## config.mk

```make
export PLATFORM = sky130hd
export DESIGN_NAME = vdu_control_stream_parser_flat
export DESIGN_NICKNAME = d
export VERILOG_FILES = /design/src/hw/rtl/vdu_pkg.sv /design/src/hw/rtl/vdu_byte_if.sv /design/src/hw/rtl/vdu_event_if.sv /design/src/hw/rtl/vdu_control_stream_parser.sv /design/src/hw/rtl/vdu_decode.sv /design/src/flat_wrapper.sv
export SDC_FILE = /design/constraint.sdc
export NUM_CORES = 1
export LEC_CHECK = 0
export BUFFER_PORTS_ARGS = -buffer_cell sky130_fd_sc_hd__buf_2
export CAP_MARGIN = 20
export CORE_UTILIZATION = 57
export DETAILED_ROUTE_END_ITERATION = 12
export PLACE_DENSITY = 0.87
export SLEW_MARGIN = 20
export SYNTH_ARGS = -nofsm -noshare
export SYNTH_HDL_FRONTEND = slang
export SYNTH_SLANG_ARGS = --single-unit
```

## constraint.sdc

```tcl
create_clock -name clk -period 3.2 [get_ports clk]
set_input_delay 0.16 -clock clk [delete_from_list [all_inputs] [get_ports clk]]
set_output_delay 0.16 -clock clk [all_outputs]
set_load 0.005 [all_outputs]
```

## src/hw/rtl/vdu_pkg.sv

```systemverilog
// Shared types, command codes and result kinds for the VDU control stream parser.
// No dependencies; compiled before the interfaces and modules.
package vdu_pkg;

  localparam logic [7:0] CMD_COLOUR  = 8'd17;
  localparam logic [7:0] CMD_MODE    = 8'd22;
  localparam logic [7:0] CMD_DEFCHAR = 8'd23;
  localparam logic [7:0] CMD_CLRWIN  = 8'd26;
  localparam logic [7:0] CMD_ESCAPE  = 8'd27;
  localparam logic [7:0] CMD_TXTWIN  = 8'd28;
  localparam logic [7:0] CMD_ORIGIN  = 8'd29;
  localparam logic [7:0] CMD_HOME    = 8'd30;
  localparam logic [7:0] CMD_CURSOR  = 8'd31;
  localparam logic [7:0] LAST_IGNORED_CTRL = 8'd7;

  localparam logic [2:0] KIND_ABSORBED = 3'd0;
  localparam logic [2:0] KIND_RAW_CHAR = 3'd1;
  localparam logic [2:0] KIND_STYLED   = 3'd2;
  localparam logic [2:0] KIND_CURSOR   = 3'd3;
  localparam logic [2:0] KIND_MODE     = 3'd4;
  localparam logic [2:0] KIND_COLOUR   = 3'd5;
  localparam logic [2:0] KIND_OTHER    = 3'd6;

  typedef struct packed {
    logic [7:0] pending_command;
    logic [3:0] params_expected;
    logic [3:0] params_received;
    logic [7:0] param0;
    logic [7:0] param1;
    logic [3:0] foreground;
    logic [3:0] background;
    logic       mode_is_set;
    logic [7:0] mode_number;
  } vdu_state_t;

  typedef struct packed {
    logic [2:0] kind;
    logic [7:0] char_code;
    logic [1:0] colour_pair;
    logic [7:0] cursor_col;
    logic [7:0] cursor_row;
    logic [7:0] screen_mode;
    logic [3:0] fore_colour;
    logic [3:0] back_colour;
    logic [7:0] command_code;
  } vdu_result_t;

  function automatic logic [3:0] param_count(input logic [7:0] code);
    logic [3:0] n;
    case (code)
      CMD_COLOUR:  n = 4'd1;
      CMD_MODE:    n = 4'd1;
      CMD_DEFCHAR: n = 4'd9;
      CMD_TXTWIN:  n = 4'd4;
      CMD_ORIGIN:  n = 4'd2;
      CMD_CURSOR:  n = 4'd2;
      default:     n = 4'd0;
    endcase
    return n;
  endfunction

endpackage

```

## src/hw/rtl/vdu_byte_if.sv

```systemverilog
// Request channel that carries one byte of the character output stream.
// Depends on nothing.
interface vdu_byte_if;
  logic       valid;
  logic       ready;
  logic [7:0] byte_in;

  modport source (output valid, output byte_in, input ready);
  modport sink (input valid, input byte_in, output ready);
endinterface

```

## src/hw/rtl/vdu_event_if.sv

```systemverilog
// Request channel that carries one decoded result of the VDU stream parser.
// Depends on nothing.
interface vdu_event_if;
  logic       valid;
  logic       ready;
  logic [2:0] kind;
  logic [7:0] char_code;
  logic [1:0] colour_pair;
  logic [7:0] cursor_col;
  logic [7:0] cursor_row;
  logic [7:0] screen_mode;
  logic [3:0] fore_colour;
  logic [3:0] back_colour;
  logic [7:0] command_code;

  modport source (output valid, output kind, output char_code, output colour_pair,
                  output cursor_col, output cursor_row, output screen_mode,
                  output fore_colour, output back_colour, output command_code,
                  input ready);
  modport sink (input valid, input kind, input char_code, input colour_pair,
                input cursor_col, input cursor_row, input screen_mode,
                input fore_colour, input back_colour, input command_code,
                output ready);
endinterface

```

## src/hw/rtl/vdu_control_stream_parser.sv

```systemverilog
// Top level of the VDU control stream parser: state registers and result register.
// Depends on vdu_pkg, vdu_byte_if, vdu_event_if and vdu_decode.
//
// The stream channel takes one byte of a character output stream per request.
// Every accepted byte yields exactly one request on the events channel that
// tells what the byte did: absorbed, a raw or styled character, a cursor move,
// a mode or colour change, or another command completed.
// Command bytes and their parameter bytes are tracked by a small counter, and
// the first two parameters are kept for the completion.
// A valid result appears in the cycle after acceptance. One byte is accepted
// in every cycle unless the events receiver stalls; the decode of a byte against
// the current state is one short level of logic ahead of the result register.
// When the events receiver stalls, the result register holds its request and
// the stream side still accepts a byte in the same cycle that the held result
// is taken, so a steady stream loses no cycle.
// Reset clears the pending command, sets foreground to one, background and
// mode to zero, and empties the result register.
module vdu_control_stream_parser (
  input logic         clk,
  input logic         rst,
  vdu_byte_if.sink    stream,
  vdu_event_if.source events
);
  import vdu_pkg::*;

  vdu_state_t  state;
  vdu_state_t  state_next;
  vdu_result_t result;
  vdu_result_t result_next;
  logic        result_valid;
  logic        accept;

  assign stream.ready = !result_valid || events.ready;
  assign accept       = stream.valid && stream.ready;

  vdu_decode u_decode (
    .byte_in (stream.byte_in),
    .cur     (state),
    .nxt     (state_next),
    .res     (result_next)
  );

  always_ff @(posedge clk) begin
    if (rst) begin
      state.pending_command <= '0;
      state.params_expected <= '0;
      state.params_received <= '0;
      state.foreground      <= 4'd1;
      state.background      <= '0;
      state.mode_is_set     <= 1'b0;
      state.mode_number     <= '0;
      result_valid          <= 1'b0;
    end else begin
      if (accept) begin
        state <= state_next;
      end
      if (accept) begin
        result_valid <= 1'b1;
      end else if (events.ready) begin
        result_valid <= 1'b0;
      end
    end
  end

  always_ff @(posedge clk) begin
    if (accept) begin
      result <= result_next;
    end
  end

  assign events.valid        = result_valid;
  assign events.kind         = result.kind;
  assign events.char_code    = result.char_code;
  assign events.colour_pair  = result.colour_pair;
  assign events.cursor_col   = result.cursor_col;
  assign events.cursor_row   = result.cursor_row;
  assign events.screen_mode  = result.screen_mode;
  assign events.fore_colour  = result.fore_colour;
  assign events.back_colour  = result.back_colour;
  assign events.command_code = result.command_code;

endmodule

```

## src/hw/rtl/vdu_decode.sv

```systemverilog
// Combinational decode of one stream byte against the parser state.
// Depends on vdu_pkg for the state and result types and the command codes.
module vdu_decode (
  input  logic [7:0]          byte_in,
  input  vdu_pkg::vdu_state_t cur,
  output vdu_pkg::vdu_state_t nxt,
  output vdu_pkg::vdu_result_t res
);
  import vdu_pkg::*;

  logic [3:0] recv_inc;
  logic [3:0] count;

  assign recv_inc = cur.params_received + 4'd1;
  assign count    = param_count(byte_in);

  always_comb begin
    nxt = cur;
    res = '0;
    if (cur.params_expected != 4'd0) begin
      if (cur.params_received == 4'd0) begin
        nxt.param0 = byte_in;
      end
      if (cur.params_received == 4'd1) begin
        nxt.param1 = byte_in;
      end
      nxt.params_received = recv_inc;
      if (recv_inc >= cur.params_expected) begin
        res.command_code = cur.pending_command;
        unique case (cur.pending_command)
          CMD_COLOUR: begin
            if (nxt.param0[7]) begin
              nxt.background = nxt.param0[3:0];
            end else begin
              nxt.foreground = nxt.param0[3:0];
            end
            res.kind = KIND_COLOUR;
          end
          CMD_MODE: begin
            nxt.mode_number = nxt.param0;
            nxt.mode_is_set = 1'b1;
            res.kind = KIND_MODE;
          end
          CMD_CURSOR: begin
            if (cur.mode_is_set) begin
              res.kind       = KIND_CURSOR;
              res.cursor_col = nxt.param0;
              res.cursor_row = nxt.param1;
            end else begin
              res.kind = KIND_OTHER;
            end
          end
          default: begin
            res.kind = KIND_OTHER;
          end
        endcase
        nxt.params_expected = 4'd0;
        nxt.params_received = 4'd0;
      end
    end else if (count != 4'd0) begin
      nxt.pending_command = byte_in;
      nxt.params_expected = count;
      nxt.params_received = 4'd0;
    end else if (byte_in <= LAST_IGNORED_CTRL || byte_in == CMD_ESCAPE ||
                 byte_in == CMD_HOME) begin
      res.kind = KIND_ABSORBED;
    end else if (byte_in == CMD_CLRWIN) begin
      res.kind         = KIND_OTHER;
      res.command_code = CMD_CLRWIN;
    end else if (!cur.mode_is_set) begin
      res.kind      = KIND_RAW_CHAR;
      res.char_code = byte_in;
    end else begin
      res.kind        = KIND_STYLED;
      res.char_code   = byte_in;
      res.colour_pair = {cur.background[0], ~cur.foreground[0]};
    end
    res.screen_mode = nxt.mode_number;
    res.fore_colour = nxt.foreground;
    res.back_colour = nxt.background;
  end

endmodule
```

## src/flat_wrapper.sv

```systemverilog
// flat-port wrapper written by rule: the top's interface ports become plain ports
module vdu_control_stream_parser_flat import vdu_pkg::*;
  (clk, rst, stream_valid, stream_byte_in, stream_ready, events_valid, events_kind, events_char_code, events_colour_pair, events_cursor_col, events_cursor_row, events_screen_mode, events_fore_colour, events_back_colour, events_command_code, events_ready);
  vdu_byte_if stream_i ();
  vdu_event_if events_i ();
  input logic clk;
  input logic rst;
  input wire logic [$bits(stream_i.valid)-1:0] stream_valid;
  input wire logic [$bits(stream_i.byte_in)-1:0] stream_byte_in;
  output wire logic [$bits(stream_i.ready)-1:0] stream_ready;
  output wire logic [$bits(events_i.valid)-1:0] events_valid;
  output wire logic [$bits(events_i.kind)-1:0] events_kind;
  output wire logic [$bits(events_i.char_code)-1:0] events_char_code;
  output wire logic [$bits(events_i.colour_pair)-1:0] events_colour_pair;
  output wire logic [$bits(events_i.cursor_col)-1:0] events_cursor_col;
  output wire logic [$bits(events_i.cursor_row)-1:0] events_cursor_row;
  output wire logic [$bits(events_i.screen_mode)-1:0] events_screen_mode;
  output wire logic [$bits(events_i.fore_colour)-1:0] events_fore_colour;
  output wire logic [$bits(events_i.back_colour)-1:0] events_back_colour;
  output wire logic [$bits(events_i.command_code)-1:0] events_command_code;
  input wire logic [$bits(events_i.ready)-1:0] events_ready;
  assign stream_i.valid = stream_valid;
  assign stream_i.byte_in = stream_byte_in;
  assign stream_ready = stream_i.ready;
  assign events_valid = events_i.valid;
  assign events_kind = events_i.kind;
  assign events_char_code = events_i.char_code;
  assign events_colour_pair = events_i.colour_pair;
  assign events_cursor_col = events_i.cursor_col;
  assign events_cursor_row = events_i.cursor_row;
  assign events_screen_mode = events_i.screen_mode;
  assign events_fore_colour = events_i.fore_colour;
  assign events_back_colour = events_i.back_colour;
  assign events_command_code = events_i.command_code;
  assign events_i.ready = events_ready;
  vdu_control_stream_parser u_core (.clk(clk), .rst(rst), .stream(stream_i), .events(events_i));
endmodule
```

; Word-level counts from Yosys, hierarchy flattened
; Index checks and enable logic that the tools add are counted.
[word_totals]
latch_bits = 0
output_inout_bits = 55
inputBits = 12
wordCells = 91
mem_bits_rw = 0
mem_count = 0
regBits = 103
romBits = 0
[op_classes]
magnitude_cmp = 2
shift = 0
eq_ne = 14
n_mux = 31
bitwise_logic = 4
n_addsub = 1
div_mod_pow = 0
n_reduce_logical = 20
n_mul = 0
[op_table]
columns = operator, count
row1 = $eq 8x5->1 const B, 12
row2 = $mux 8, 9
row3 = $mux 17, 2
row4 = $mux 10, 3
row5 = $pmux 4 s4, 1
row6 = $mux 3, 5
row7 = $mux 5, 3
row8 = $mux 13, 1
row9 = $mux 9, 1
row10 = $pmux 3 s3, 1
row11 = $reduce_and 3->1, 3
row12 = $le 8x3->1 const B, 1
row13 = $mux 4, 2
row14 = $reduce_and 4->1, 2
row15 = $reduce_bool 4->1, 2
row16 = $reduce_or 5->1, 1
row17 = $add 4x1->4 const B, 1
row18 = $eq 4x1->1 const B, 1
row19 = $ge 4x4->1, 1
row20 = $logic_not 4->1, 1
row21 = $not 1->1, 4
row22 = $reduce_bool 2->1, 2
row23 = $reduce_or 2->1, 2
row24 = $reduce_or 4->1, 1
row25 = other kinds (7), 10

; Depth between registers and ports, before layout
[depth]
depth_word = 7
mapped_depth = 9
ltp_nobuf = 8

; Cells and area by module
; Synthesis repeated with hierarchy kept, for this count alone.
[unflattened]
hier_cells = 457
area_unflattened_um2 = 5297.6
[by_module_without_submodules]
columns = module, cells_per_inst, seq_area_each_um2, area_each_um2, instances
row1 = vdu_control_stream_parser, 225, 2752.6, 3595.9, 1
row2 = vdu_decode, 232, 0.0, 1701.6, 1

; Least setup slack after synthesis
; OpenSTA, ideal clock, no wires.
[synth_path]
path_type = register to register
startpoint = register u_core.state[33] in the netlist's numbering
endpoint = register u_core.result, in the netlist u_core.events.fore_colour[0] (data pin)
arrival_time_ns = 2.268
setup_ns = 0.260
n_path_buf = 0
synth_period_minus_slack_ns = 2.528
path_slack_ns = 0.672
t_required_ns = 2.940
path_stages_with_launch = 8
path_cell_list = dfxtp_1 -> inv_1 -> ha_1 -> ha_1 -> a2111oi_4 -> or3_1 -> or3_4 -> mux2_4
[synth_rtl]
columns = element, line
row1 = start: declaration, vdu_control_stream_parser.sv:26  ; vdu_state_t state;
row2 = start signal: assignment, vdu_control_stream_parser.sv:55  ; state <= state_next;
row3 = end signal: assignment, vdu_control_stream_parser.sv:67  ; result <= result_next;
row4 = end: declaration, vdu_control_stream_parser.sv:28  ; vdu_result_t result;

==> impl_metrics.env <==
export IMPL_cp_end_kind="flip-flop"
export IMPL_num_rows=32
export IMPL_path_clk_slew_ps=90
export IMPL_peakVddDrop_uv=230.6
export IMPL_yosysTopAreaCell="edfxtp_1"
export IMPL_instances_no_fill=530
export IMPL_slowest_delay_ps=460
export IMPL_dieArea_um2=8314
export IMPL_worstHoldPathCells=3
export IMPL_vias=3076
export IMPL_diodes=0
export IMPL_syn_area_um2=4533
export IMPL_die_w_um=91.18
export IMPL_register_area_um2=2753
export IMPL_top_usage_layer="met2"
export IMPL_max_slew_margin_pct=44.53
export IMPL_cts_made_buffers=9
export IMPL_synth_nets=374
export IMPL_min_period_ps=2756
export IMPL_grt_use_total_pct=23.58
export IMPL_post_drt_wl_per_cell_um=17.76
export IMPL_ios=67
export IMPL_hold_path_class="in2reg"
export IMPL_r2r_end="u_core.events.fore_colour[3]"
export IMPL_synthAdderAreaFrac_pct=1.932
export IMPL_fmax_ghz=0.3629
export IMPL_r2r_start="u_core.state[33]"
export IMPL_p_leak_nw=2.072
export IMPL_required_ps=3310
export IMPL_maxCapViolCount=0
export IMPL_hold_viol=0
export IMPL_synthTopCellsByArea="edfxtp_1 46%, dfxtp_1 15%, mux2i_1 5.7%"
export IMPL_postCtsSetupBuffers=0
export IMPL_cp_slowest_cell="or3_1"
export IMPL_muxShareOfSynthArea_pct=12.28
export IMPL_post_cts_resized=0
export IMPL_hpwlAfterDp_mm=6.649
export IMPL_htreeDepth=3
export IMPL_synth_xor_area_share_pct=0.7728
export IMPL_dp_cells=514
export IMPL_met1_usage_pct=29.41
export IMPL_cts_buffer_depth=2
export IMPL_setup_viol=0
export IMPL_grt_util_met3_pct=4.355
export IMPL_r2r_cells=8
export IMPL_arrival_ps=2870
export IMPL_grt_pass1_vias=2959
export IMPL_die_y_um=91.18
export IMPL_clock_skew_ps=13.18
export IMPL_port_buffers=66
export IMPL_rsz0062_at_grt="no"
export IMPL_syn2layout_area_growth_pct=13.66
export IMPL_whs_endpoint="u_core.events.valid"
export IMPL_multi_input_area_um2=1658
export IMPL_synth_simple_gate_area_share_pct=15.98
export IMPL_drc=0
export IMPL_cts_sinks=103
export IMPL_grt_remaining_overflow=0
export IMPL_final_common_cell="edfxtp_1"
export IMPL_power_density_nw_per_um2=452.9
export IMPL_ys_types=53
export IMPL_final_max_slew_violation_count=0
export IMPL_dr_pass1_iters=4
export IMPL_clkLatencyLatePin_ps=370
export IMPL_crit_path_frequent_cell="ha_1"
export IMPL_drtAntennaViolNets=0
export IMPL_cts_hold_buf=0
export IMPL_synth_top_family_by_area="simple AND/OR/NAND/NOR gates"
export IMPL_yosys_area_top_type_share_pct=45.71
export IMPL_grt_max_degree=41
export IMPL_via_per_inst=5.804
export IMPL_fin_tns_setup_ps=0
export IMPL_status="completed"
export IMPL_initial_core_util_pct=58.66
export IMPL_syn_inst=355
export IMPL_fin_util_pct=66.68
export IMPL_syn_area_per_cell_um2=12.77
export IMPL_reg2reg_slack_ps=440
export IMPL_wirelength_mm=9.413
export IMPL_worstSetupStartpointType="flip-flop"
export IMPL_holdWs_ps=70.47
export IMPL_layout_common_cells="69 x edfxtp_1, 66 x buf_2, 40 x nor2_1"
export IMPL_yosysWarnings=0
export IMPL_core_um2=7727
export IMPL_synthArstFlopShare_pct=0
export IMPL_finalPower_mw=2.334
export IMPL_grt_pass1_wl_mm=14.82
export IMPL_grt_util_met2_pct=38.51
export IMPL_synth_edf_count=69
export IMPL_drtIter0Drc=292
export IMPL_fin_crit_sh_pct=86.12
export IMPL_synth_ff_type="edfxtp_1"
export IMPL_root_buffer="clkbuf_8"
export IMPL_nNetsFinal=442
export IMPL_crit_path_cell_trace="ha_1, xor2_1, ha_1, o21a_1, nor2_1, or3_1, or3_4, mux2_4"
export IMPL_cp_max_fo=6
export IMPL_antenna_found_initial=0
export IMPL_tightest_slew_ps=829.0
export IMPL_seq_area_frac_synth_pct=60.72
export IMPL_synth_seq_cells=103
export IMPL_cts_tree="yes"
export IMPL_layout_drive_gt1_share_pct=28.27
export IMPL_synth_compound_area_share_pct=5.465
export IMPL_hold_start="stream_valid"
export IMPL_nFillCells=564
export IMPL_gp_congestion=0.9231
export IMPL_worstSetupPathType="reg2reg"
## worst max path at each step
stage                                               to        startpoint
after global routing      u_core.events.back_colour[0]  u_core.state[33]
after CTS                 u_core.events.fore_colour[3]  u_core.state[33]
final                     u_core.events.fore_colour[3]  u_core.state[33]
after floorplan           u_core.events.fore_colour[0]  u_core.state[33]
after global placement    u_core.events.fore_colour[0]  u_core.state[33]
after detailed placement  u_core.events.fore_colour[3]  u_core.state[33]
## area by class of cell
class                   instances  share of cell area, %
clock inverters                 7                  1.068
well taps                     102                  2.477
multi-input cells             221                  32.18
clock buffers                   9                  2.404
flip-flops and latches        103                  53.42
inverters                      16                  1.166
repair buffers                 72                  7.285
## cells by family (layout without fill, tap and decap cells)
logic type / count (synthesis) / count (layout)
AND/OR/NAND/NOR: 126 / 126
AO/OA/AOI/OAI: 34 / 34
XOR/XNOR: 4 / 4
flip-flops: 103 / 103
multiplexers: 50 / 50
buffers and inverters: 31 / 104
adder cells (fa/ha/maj): 7 / 7
## synth_stat cells, drive strengths merged (3+ instances only)
library cell  instances
ha                    7
nor3b                 7
and3                 12
nor3                  7
nor4                  4
inv                  16
a21oi                12
xnor2                 3
nand3                 8
mux2                 23
a22o                  4
a21o                  4
nor2                 40
buf                   3
nand2b               15
nand2                 8
clkbuf               12
o21ai                 4
mux2i                27
dfxtp                34
nor4b                 3
and2                 12
edfxtp               69
## sequential cells by signal, indices dropped and copies added, names as in the netlist
register and flops:
u_core.state 49, u_core.events.char_code 8, u_core.events.command_code 8, u_core.events.cursor_col 8
u_core.events.cursor_row 8, u_core.events.screen_mode 8, u_core.events.back_colour 4, u_core.events.fore_colour 4
u_core.events.kind 3, u_core.events.colour_pair 2, u_core.events.valid 1
## metrics by stage
| stage | area (µm²) | setup WS [ps] |
|---|---|---|
| after floorplan | 4533 | 671.5 |
| after detailed placement | 4974 | 460.7 |
| final | 5152 | 444.1 |
| after global routing | 5152 | 259.0 |
| after global placement | 4974 | 557.6 |
| after CTS | 5152 | 449.7 |
## power breakdown
group | switching (mW) | leakage, nW | total (mW) | internal, mW
Sequential | 0.00875 | 0.913 | 1.46 | 1.45
Clock | 0.451 | 0.0931 | 0.742 | 0.291
Combinational | 0.0863 | 1.07 | 0.134 | 0.0476
Total | 0.546 | 2.07 | 2.33 | 1.79
## critical path: cells and delay by family, from the launching register on
kind                       cells  cell delay [ps]
and+or+nand+nor                3              970
adders and majority gates      2              470
DFF                            1              450
muxes                          1              320
xor gates and xnor gates       1              170
AOI/OAI and AO/OA              1              140
## per-layer routing
| metal | vias up | part of all wire [%] |
|---|---|---|
| li1 | 1431 | - |
| met1 | 1485 | 40 |
| met2 | 133 | 50 |
| met3 | 27 | 6.7 |
| met4 | 0 | 3.0 |
| met5 | - | 0 |
No activity file was read; power rests on OpenSTA's default activity.
